## src/mbps_pkg.sv

```systemverilog
// ----------------------------------------------------------------------------
// mbps_pkg
// Shared types and constants for the masked byte pattern scan block.
// ----------------------------------------------------------------------------
package mbps_pkg;

  localparam int unsigned MAX_PATTERN_BYTES_DEF = 32;
  localparam int unsigned OFFSET_BITS_DEF       = 32;

  localparam int unsigned PAT_BYTES    = 32;  // pattern storage, fixed by the register map
  localparam int unsigned LEN_W        = 6;
  localparam int unsigned MATCH_OFF_W  = 32;
  localparam int unsigned CFG_IDX_W    = 3;
  localparam int unsigned CFG_DATA_W   = 64;

  typedef enum logic [CFG_IDX_W-1:0] {
    CFG_PAT_0_7   = 3'd0,
    CFG_PAT_8_15  = 3'd1,
    CFG_PAT_16_23 = 3'd2,
    CFG_PAT_24_31 = 3'd3,
    CFG_WILD_MASK = 3'd4,
    CFG_PAT_LEN   = 3'd5
  } cfg_idx_e;

  // programmed pattern as seen by the compare logic
  typedef struct packed {
    logic [PAT_BYTES-1:0][7:0] bytes;
    logic [PAT_BYTES-1:0]      wild;
    logic [LEN_W-1:0]          len;
  } pattern_t;

  // status of the item held in the window stage
  typedef struct packed {
    logic valid;
    logic last;
  } stage_t;

endpackage

```

## src/mbps_cfg_regs.sv

```systemverilog
// ----------------------------------------------------------------------------
// mbps_cfg_regs
// Configuration register file: pattern bytes, wildcard mask and length.
// ----------------------------------------------------------------------------
module mbps_cfg_regs (
  input  logic                              clk_i,
  input  logic                              rst_ni,
  input  logic                              cfg_valid_i,
  output logic                              cfg_ready_o,
  input  logic [mbps_pkg::CFG_IDX_W-1:0]    cfg_index_i,
  input  logic [mbps_pkg::CFG_DATA_W-1:0]   cfg_data_i,
  output mbps_pkg::pattern_t                pattern_o
);
  import mbps_pkg::*;

  logic [PAT_BYTES-1:0][7:0] bytes_q;
  logic [PAT_BYTES-1:0]      wild_q;
  logic [LEN_W-1:0]          len_q;
  logic                      wr_en;

  assign cfg_ready_o = 1'b1;
  assign wr_en       = cfg_valid_i & cfg_ready_o;

  always_ff @(posedge clk_i or negedge rst_ni) begin
    if (!rst_ni) begin
      bytes_q <= '0;
      wild_q  <= '0;
      len_q   <= '0;
    end else if (wr_en) begin
      unique case (cfg_idx_e'(cfg_index_i))
        CFG_PAT_0_7:   bytes_q[7:0]   <= cfg_data_i;
        CFG_PAT_8_15:  bytes_q[15:8]  <= cfg_data_i;
        CFG_PAT_16_23: bytes_q[23:16] <= cfg_data_i;
        CFG_PAT_24_31: bytes_q[31:24] <= cfg_data_i;
        CFG_WILD_MASK: wild_q         <= cfg_data_i[PAT_BYTES-1:0];
        CFG_PAT_LEN:   len_q          <= cfg_data_i[LEN_W-1:0];
        default: ;  // unknown index, write dropped
      endcase
    end
  end

  assign pattern_o.bytes = bytes_q;
  assign pattern_o.wild  = wild_q;
  assign pattern_o.len   = len_q;

endmodule

```

## src/mbps_window.sv

```systemverilog
// ----------------------------------------------------------------------------
// mbps_window
// Input stage: byte window shift register, saturating byte count and the
// held item status.
// ----------------------------------------------------------------------------
module mbps_window #(
  parameter int unsigned MAX_PATTERN_BYTES = mbps_pkg::MAX_PATTERN_BYTES_DEF,
  parameter int unsigned OFFSET_BITS       = mbps_pkg::OFFSET_BITS_DEF
) (
  input  logic                              clk_i,
  input  logic                              rst_ni,
  input  logic                              in_valid_i,
  output logic                              in_ready_o,
  input  logic [7:0]                        data_byte_i,
  input  logic                              last_byte_i,
  input  logic                              take_i,
  output mbps_pkg::stage_t                  stage_o,
  output logic [MAX_PATTERN_BYTES-1:0][7:0] window_o,
  output logic [OFFSET_BITS-1:0]            count_o
);
  import mbps_pkg::*;

  logic [MAX_PATTERN_BYTES-1:0][7:0] win_q, win_d, win_base;
  logic [OFFSET_BITS-1:0]            cnt_q, cnt_d, cnt_base;
  logic                              valid_q, last_q, clr_q;
  logic                              accept;

  assign in_ready_o = ~valid_q | take_i;
  assign accept     = in_valid_i & in_ready_o;

  // the item after a last byte starts from a cleared window and count
  always_comb begin
    win_base = clr_q ? '0 : win_q;
    cnt_base = clr_q ? '0 : cnt_q;
    win_d[0] = data_byte_i;
    for (int i = 1; i < MAX_PATTERN_BYTES; i++) begin
      win_d[i] = win_base[i-1];
    end
    cnt_d = (&cnt_base) ? cnt_base : cnt_base + OFFSET_BITS'(1);
  end

  always_ff @(posedge clk_i or negedge rst_ni) begin
    if (!rst_ni) begin
      win_q   <= '0;
      cnt_q   <= '0;
      valid_q <= 1'b0;
      last_q  <= 1'b0;
      clr_q   <= 1'b0;
    end else begin
      if (accept) begin
        win_q   <= win_d;
        cnt_q   <= cnt_d;
        last_q  <= last_byte_i;
        clr_q   <= last_byte_i;
        valid_q <= 1'b1;
      end else if (take_i) begin
        valid_q <= 1'b0;
      end
    end
  end

  assign stage_o.valid = valid_q;
  assign stage_o.last  = last_q;
  assign window_o      = win_q;
  assign count_o       = cnt_q;

endmodule

```

## src/mbps_match.sv

```systemverilog
// ----------------------------------------------------------------------------
// mbps_match
// Window compare against the masked pattern, first-match tracking and the
// result register.
// ----------------------------------------------------------------------------
module mbps_match #(
  parameter int unsigned MAX_PATTERN_BYTES = mbps_pkg::MAX_PATTERN_BYTES_DEF,
  parameter int unsigned OFFSET_BITS       = mbps_pkg::OFFSET_BITS_DEF
) (
  input  logic                              clk_i,
  input  logic                              rst_ni,
  input  mbps_pkg::pattern_t                pattern_i,
  input  mbps_pkg::stage_t                  stage_i,
  input  logic [MAX_PATTERN_BYTES-1:0][7:0] window_i,
  input  logic [OFFSET_BITS-1:0]            count_i,
  output logic                              take_o,
  output logic                              out_valid_o,
  input  logic                              out_ready_i,
  output logic                              found_o,
  output logic [mbps_pkg::MATCH_OFF_W-1:0]  match_offset_o
);
  import mbps_pkg::*;

  localparam int unsigned IDX_W = (MAX_PATTERN_BYTES > 1) ? $clog2(MAX_PATTERN_BYTES) : 1;

  logic [LEN_W-1:0]       len_eff;
  logic [OFFSET_BITS-1:0] len_ext, offset;
  logic [63:0]            offset_wide;
  logic [MAX_PATTERN_BYTES-1:0] pos_ok;
  logic                   hit, emit;
  logic                   reported_q;
  logic                   out_valid_q, found_q;
  logic [MATCH_OFF_W-1:0] offset_q;

  always_comb begin
    logic [LEN_W-1:0] age;
    len_eff = (pattern_i.len > LEN_W'(MAX_PATTERN_BYTES)) ? LEN_W'(MAX_PATTERN_BYTES)
                                                         : pattern_i.len;
    // pattern position i lines up with the byte of age len-1-i
    for (int i = 0; i < MAX_PATTERN_BYTES; i++) begin
      age = len_eff - LEN_W'(1) - LEN_W'(i);
      pos_ok[i] = (LEN_W'(i) >= len_eff) || pattern_i.wild[i] ||
                  (window_i[age[IDX_W-1:0]] == pattern_i.bytes[i]);
    end
    len_ext     = OFFSET_BITS'(len_eff);
    offset      = count_i - len_ext;
    offset_wide = 64'(offset);
    hit  = ~reported_q && (len_eff != '0) && (count_i >= len_ext) && (&pos_ok);
    emit = hit || (stage_i.last && ~reported_q);
  end

  assign take_o = stage_i.valid & (~out_valid_q | out_ready_i);

  always_ff @(posedge clk_i or negedge rst_ni) begin
    if (!rst_ni) begin
      reported_q  <= 1'b0;
      out_valid_q <= 1'b0;
    end else begin
      if (take_o) begin
        reported_q <= stage_i.last ? 1'b0 : (reported_q | hit);
      end
      if (out_valid_q && out_ready_i) begin
        out_valid_q <= 1'b0;
      end
      if (take_o && emit) begin
        out_valid_q <= 1'b1;
      end
    end
  end

  always_ff @(posedge clk_i) begin
    if (take_o && emit) begin
      found_q  <= hit;
      offset_q <= hit ? offset_wide[MATCH_OFF_W-1:0] : '0;
    end
  end

  assign out_valid_o    = out_valid_q;
  assign found_o        = found_q;
  assign match_offset_o = offset_q;

endmodule

```

## src/masked_byte_pattern_scan.sv

```systemverilog
// ----------------------------------------------------------------------------
// masked_byte_pattern_scan
// Finds the first match of a wildcard byte pattern in a byte stream and
// reports found with its start offset, or not-found at the end of a buffer.
// ----------------------------------------------------------------------------
//   channel | direction | handshake             | payload
//   --------+-----------+-----------------------+--------------------------------
//   in      | input     | in_valid_i/in_ready_o | data_byte_i, last_byte_i
//   out     | output    | out_valid_o/out_ready_i | found_o, match_offset_o
//   cfg     | input     | cfg_valid_i/cfg_ready_o | cfg_index_i, cfg_data_i
//
// One item per cycle sustained while out is not stalled; an accepted item
// lands in the window stage, and the compare then loads the result register
// that drives out once that register is free or its result is being accepted.
// While a result waits, the input takes at most one more item into the
// window stage and then stalls until the result is accepted. Reset clears
// window, count and match state; cfg is always ready.
// ----------------------------------------------------------------------------
module masked_byte_pattern_scan #(
  parameter int unsigned MAX_PATTERN_BYTES = mbps_pkg::MAX_PATTERN_BYTES_DEF,
  parameter int unsigned OFFSET_BITS       = mbps_pkg::OFFSET_BITS_DEF
) (
  input  logic                             clk_i,
  input  logic                             rst_ni,
  input  logic                             in_valid_i,
  output logic                             in_ready_o,
  input  logic [7:0]                       data_byte_i,
  input  logic                             last_byte_i,
  output logic                             out_valid_o,
  input  logic                             out_ready_i,
  output logic                             found_o,
  output logic [mbps_pkg::MATCH_OFF_W-1:0] match_offset_o,
  input  logic                             cfg_valid_i,
  output logic                             cfg_ready_o,
  input  logic [mbps_pkg::CFG_IDX_W-1:0]   cfg_index_i,
  input  logic [mbps_pkg::CFG_DATA_W-1:0]  cfg_data_i
);
  import mbps_pkg::*;

  pattern_t                          pattern;
  stage_t                            stage;
  logic [MAX_PATTERN_BYTES-1:0][7:0] window;
  logic [OFFSET_BITS-1:0]            count;
  logic                              take;

  mbps_cfg_regs u_cfg_regs (
    .clk_i       (clk_i),
    .rst_ni      (rst_ni),
    .cfg_valid_i (cfg_valid_i),
    .cfg_ready_o (cfg_ready_o),
    .cfg_index_i (cfg_index_i),
    .cfg_data_i  (cfg_data_i),
    .pattern_o   (pattern)
  );

  mbps_window #(
    .MAX_PATTERN_BYTES (MAX_PATTERN_BYTES),
    .OFFSET_BITS       (OFFSET_BITS)
  ) u_window (
    .clk_i       (clk_i),
    .rst_ni      (rst_ni),
    .in_valid_i  (in_valid_i),
    .in_ready_o  (in_ready_o),
    .data_byte_i (data_byte_i),
    .last_byte_i (last_byte_i),
    .take_i      (take),
    .stage_o     (stage),
    .window_o    (window),
    .count_o     (count)
  );

  mbps_match #(
    .MAX_PATTERN_BYTES (MAX_PATTERN_BYTES),
    .OFFSET_BITS       (OFFSET_BITS)
  ) u_match (
    .clk_i          (clk_i),
    .rst_ni         (rst_ni),
    .pattern_i      (pattern),
    .stage_i        (stage),
    .window_i       (window),
    .count_i        (count),
    .take_o         (take),
    .out_valid_o    (out_valid_o),
    .out_ready_i    (out_ready_i),
    .found_o        (found_o),
    .match_offset_o (match_offset_o)
  );

endmodule

```

## config.mk

```make
export PLATFORM = sky130hd
export DESIGN_NAME = masked_byte_pattern_scan
export DESIGN_NICKNAME = d
export VERILOG_FILES = /design/src/mbps_pkg.sv /design/src/mbps_cfg_regs.sv /design/src/mbps_window.sv /design/src/mbps_match.sv /design/src/masked_byte_pattern_scan.sv
export SDC_FILE = /design/constraint.sdc
export NUM_CORES = 2
export LEC_CHECK = 0
export CAP_MARGIN = 20
export CELL_PAD_IN_SITES_DETAIL_PLACEMENT = 0
export CELL_PAD_IN_SITES_GLOBAL_PLACEMENT = 1
export CORE_MARGIN = 5
export CORE_UTILIZATION = 50
export CTS_CLUSTER_DIAMETER = 30
export DETAILED_ROUTE_END_ITERATION = 6
export DONT_BUFFER_PORTS = 1
export PLACE_DENSITY = 0.78
export SLEW_MARGIN = 10
export SYNTH_ARGS = -nofsm -noshare
export SYNTH_HDL_FRONTEND = slang
export SYNTH_SLANG_ARGS = --single-unit
```

## constraint.sdc

```tcl
create_clock -name clk_i -period 31.1 [get_ports clk_i]
set_clock_uncertainty 0.1 [all_clocks]
set_input_delay 9.33 -clock clk_i [delete_from_list [all_inputs] [get_ports clk_i]]
set_output_delay 9.33 -clock clk_i [all_outputs]
set_load 0.005 [all_outputs]
```

==> flow_metrics.env <==
export IMPL_outcome="finished, violations left"
export IMPL_violations_in_the_final_reports="design-rule violations, max-slew violations"
export IMPL_critPathKind="in -> out"
export IMPL_synth_edff_count=33
export IMPL_die_area_sq_um=109000
export IMPL_intPower_w=0.00327
export IMPL_drt_wl_total_mm=224
export IMPL_p_leak_nw=22.7
export IMPL_gp_routability_congestion=1.08
export IMPL_slew_headroom_pct=-276
export IMPL_power_density_nw_per_um2=103
export IMPL_slew_viol_final=491
export IMPL_reg2reg_depth=19
export IMPL_worst_hold_depth=1
export IMPL_boundaryPins=117
export IMPL_globalRoute_totalOverflow=0
export IMPL_synth_compound_gate_area_share_pct=17.6
export IMPL_drv_max_cap_violation_count=0
export IMPL_htreeDepth=4
export IMPL_standard_cell_row_count=117
export IMPL_critical_path_startpoint_type="input pin"
export IMPL_synth_async_sr_flop_share_pct=94.7
export IMPL_hold_violations=0
export IMPL_detail_route_vias_per_cell=6.91
export IMPL_post_cts_repair_resize_count=0
export IMPL_grt_antenna_before_repair=21
export IMPL_dr_total_vias=47900
export IMPL_area_delta_synth_final_pct=13.2
export IMPL_timing_fmax_mhz=51.8
export IMPL_syn_mean_instance_area_sq_um=9.20
export IMPL_finish_net_count=5509
export IMPL_worst_setup_path_startpoint="out_ready_i"
export IMPL_vdd_ir_drop_max_uv=67.1
export IMPL_worstReg2RegStart="u_cfg_regs.len_q[5]"
export IMPL_number_of_global_route_vias_before_repair=44600
export IMPL_rsz_0062_raised_after_global_routing="false"
export IMPL_end_kind="primary output"
export IMPL_crit_slowest_cell="sky130_fd_sc_hd__or2_2"
export IMPL_timing_hold_worst_start="u_cfg_regs.pattern_o[259]"
export IMPL_global_route_wire_length_before_repair_mm=320
export IMPL_worstHoldPathType="reg -> reg"
export IMPL_synthXorXnorAreaFrac_pct=6.56
export IMPL_synthCells=5560
export IMPL_cts_sink_count=619
export IMPL_critical_path_buf_inv_count=0
export IMPL_ant_nets=0
export IMPL_grt_usage_pct=40.1
export IMPL_worst_path_largest_cell_delay_ps=370
export IMPL_setup_total_negative_slack_ps=0
export IMPL_whs_endpoint="u_cfg_regs.pattern_o[259]"
export IMPL_timing_worst_slew_pin_value_ps=5640
export IMPL_drt_wl_cell_microns=32.3
export IMPL_layout_worst_path_cycle_share_pct=62.1
export IMPL_yosysUniqueCellTypes=111
export IMPL_firstDrtPassIters=7
export IMPL_synth_area_mux_share_pct=21.1
export IMPL_x_dimension_of_the_die_microns=330
export IMPL_critPathRequiredTime_ps=21670
export IMPL_synthesis_nets=5668
export IMPL_postSynth_topFlopCell="sky130_fd_sc_hd__dfrtp_1"
export IMPL_initial_utilization_pct=50.3
export IMPL_share_clk_of_total_power_pct=31.1
export IMPL_r2r_setup_slack_ps=20470
export IMPL_yosys_warnings=0
export IMPL_die_height_microns=330
export IMPL_syn_cell_area_sq_um=51200
export IMPL_switching_share_pct=45.2
export IMPL_synth_top_family_by_area="multiplexers"
export IMPL_crit_family="simple AND/OR/NAND/NOR gates"
export IMPL_final_util_pct=57.0
export IMPL_power_sequential_fraction_pct=17.7
export IMPL_critPathMaxFanout=5
export IMPL_standard_cell_core_area_sq_um=102000
export IMPL_crit_path_cell_trace="nand2b_1 > or2_2"
export IMPL_drive_gt1_share_pct=18.6
export IMPL_r2r_end="u_match.match_offset_o[4]"
export IMPL_tritoncts_num_buffers=169
export IMPL_place_detailed_hpwl_mm=163
export IMPL_synth_seq_cells=619
export IMPL_netsw_w=0.00270
export IMPL_comb_power_share_pct=51.2
export IMPL_grt_max_degree=587
export IMPL_synth_adder_area_share_pct=0.675
export IMPL_post_cts_repair_setup_buffers=0
export IMPL_detailedRoute_firstIterationViolations=6142
export IMPL_cts_root_to_sink_buffers=3
export IMPL_critPathArrivalTime_ps=9890
export IMPL_cts_root_buf="sky130_fd_sc_hd__clkbuf_16"
export IMPL_yosysSeqAreaShare_pct=30.6
export IMPL_cts_tree="built"
export IMPL_io_buffers=0
export IMPL_synth_simple_area_share_pct=18.7
export IMPL_period_needed_ps=19320
export IMPL_insertion_delay_ps=780
export IMPL_cts_hold_buf=0
export IMPL_finalSetupViolCount=0
export IMPL_drc_markers=3
export IMPL_clk_pin_slew_ps=40
worst max path at each step:
stage	to	slack [ps]	depth (start not counted)
floorplan	in_ready_o	11860	2
global placement	in_ready_o	11800	2
detailed placement	in_ready_o	11790	2
CTS	in_ready_o	11780	2
global route	in_ready_o	11750	2
finish	in_ready_o	11780	2
metrics by stage:
| step | power, W | cell area [sq um] | std cells | setup slack [ps] | hold slack, ps |
|---|---|---|---|---|---|
| finish | 0.00597 | 57900 | 6928 | 11780 | 406 |
| global route | 0.00615 | 57900 | 6916 | 11750 | 419 |
| detailed placement | 0.00398 | 51800 | 6589 | 11790 | 396 |
| global placement | 0.00396 | 51800 | 6589 | 11800 | 390 |
| CTS | 0.00585 | 57800 | 6902 | 11780 | 405 |
| floorplan | 0.00303 | 51200 | 5560 | 11860 | 373 |
state kept, by name, indices dropped and copies added (netlist names):
signal and flops:
u_match.out_valid_o 1, u_cfg_regs.wild_q 32, u_window.last_q 1, u_window.count_o 32
u_window.window_o 256, u_window.valid_q 1, u_match.reported_q 1, u_match.match_offset_o 32
u_cfg_regs.pattern_o 256, u_cfg_regs.len_q 6, u_match.found_o 1
metal layers:
metal | vias up | global-route usage (%) | routed length, microns
met4 | 14 | 25.7 | 17000
met5 | - | 0 | 106
met1 | 23800 | 52.9 | 87600
met2 | 2879 | 56.2 | 91500
li1 | 20600 | - | -
met3 | 588 | 13.7 | 27800
layout make-up:
type	instances	area, sq um
Tap cell	1368	1710
Clock buffer	206	4580
Fill cell	9026	43800
Timing Repair Buffer	118	918
Inverter	70	278
Sequential cell	619	15700
Antenna cell	17	42.5
Multi-Input combinational cell	4423	33300
Clock inverter	107	1500
cell families (layout without fill, tap and decap cells):
family,after synthesis,after routing
other,1,18
muxes,865,865
xor gates and xnor gates,381,381
buffers and inverters,518,501
adders and majority gates,27,27
and+or+nand+nor,1800,1800
AOI/OAI and AO/OA,1349,1349
DFF,619,619
Yosys cell counts (26+ instances only):
cell | instances | share of area [%]
sky130_fd_sc_hd__mux2i_1 | 370 | 7.2
sky130_fd_sc_hd__o211ai_1 | 42 | 0.62
sky130_fd_sc_hd__a211oi_1 | 79 | 1.2
sky130_fd_sc_hd__nand4_1 | 89 | 1.1
sky130_fd_sc_hd__a311oi_1 | 26 | 0.44
sky130_fd_sc_hd__nor3_2 | 32 | 0.63
sky130_fd_sc_hd__nor2b_1 | 31 | 0.38
sky130_fd_sc_hd__buf_4 | 44 | 0.65
sky130_fd_sc_hd__a31oi_1 | 43 | 0.53
sky130_fd_sc_hd__ha_1 | 26 | 0.64
sky130_fd_sc_hd__a21oi_1 | 180 | 1.8
sky130_fd_sc_hd__o22ai_1 | 72 | 0.88
sky130_fd_sc_hd__nor3b_1 | 72 | 1.1
sky130_fd_sc_hd__a2111oi_0 | 33 | 0.56
sky130_fd_sc_hd__a22oi_1 | 65 | 0.95
sky130_fd_sc_hd__xnor2_1 | 235 | 4.0
sky130_fd_sc_hd__nor3_1 | 107 | 1.0
sky130_fd_sc_hd__and3_1 | 70 | 0.86
sky130_fd_sc_hd__xor2_1 | 143 | 2.4
sky130_fd_sc_hd__nand2b_1 | 232 | 2.8
sky130_fd_sc_hd__buf_2 | 138 | 1.3
sky130_fd_sc_hd__and2_1 | 27 | 0.33
sky130_fd_sc_hd__or3_1 | 28 | 0.34
sky130_fd_sc_hd__nand3_1 | 181 | 1.8
sky130_fd_sc_hd__nand3b_1 | 49 | 0.72
sky130_fd_sc_hd__a21o_1 | 41 | 0.60
sky130_fd_sc_hd__edfxtp_1 | 33 | 1.9
sky130_fd_sc_hd__clkbuf_1 | 221 | 1.6
sky130_fd_sc_hd__o21a_1 | 28 | 0.41
sky130_fd_sc_hd__nor2_1 | 222 | 1.6
sky130_fd_sc_hd__o31ai_1 | 42 | 0.62
sky130_fd_sc_hd__mux4_2 | 137 | 6.0
sky130_fd_sc_hd__nor4_1 | 49 | 0.60
sky130_fd_sc_hd__dfrtp_1 | 586 | 29
sky130_fd_sc_hd__o21ai_0 | 414 | 4.0
sky130_fd_sc_hd__mux2_2 | 357 | 7.9
sky130_fd_sc_hd__buf_1 | 31 | 0.23
sky130_fd_sc_hd__a2bb2oi_1 | 33 | 0.56
sky130_fd_sc_hd__inv_1 | 64 | 0.47
sky130_fd_sc_hd__nand2_1 | 508 | 3.7
power by group through the flow:
stage          logic, W  clock network (W)  registers, W
2_1_floorplan   0.00203                  0       0.00100
3_3_place_gp    0.00290                  0       0.00105
3_5_place_dp    0.00292                  0       0.00106
4_1_cts         0.00293            0.00187       0.00105
5_1_grt         0.00317            0.00192       0.00106
6_report        0.00305            0.00186       0.00106
cell usage in the layout, fill, tap and decap left out, drive strengths merged, types with 45 or more instances in the layout:
master and count:
nor3 139, mux4 137, mux2 358, nand2b 233, inv 89, o21ai 419
nor3b 73, nand3b 49, nor2 224, a21oi 183, o22ai 75, and3 70
buf 115, clkbuf 208, mux2i 370, dfrtp 586, a22oi 65, nand4 89
nand2 513, o211ai 45, nor4 51, xor2 144, xnor2 237, a211oi 79
nand3 182
No activity file was read; power rests on OpenSTA's default activity.
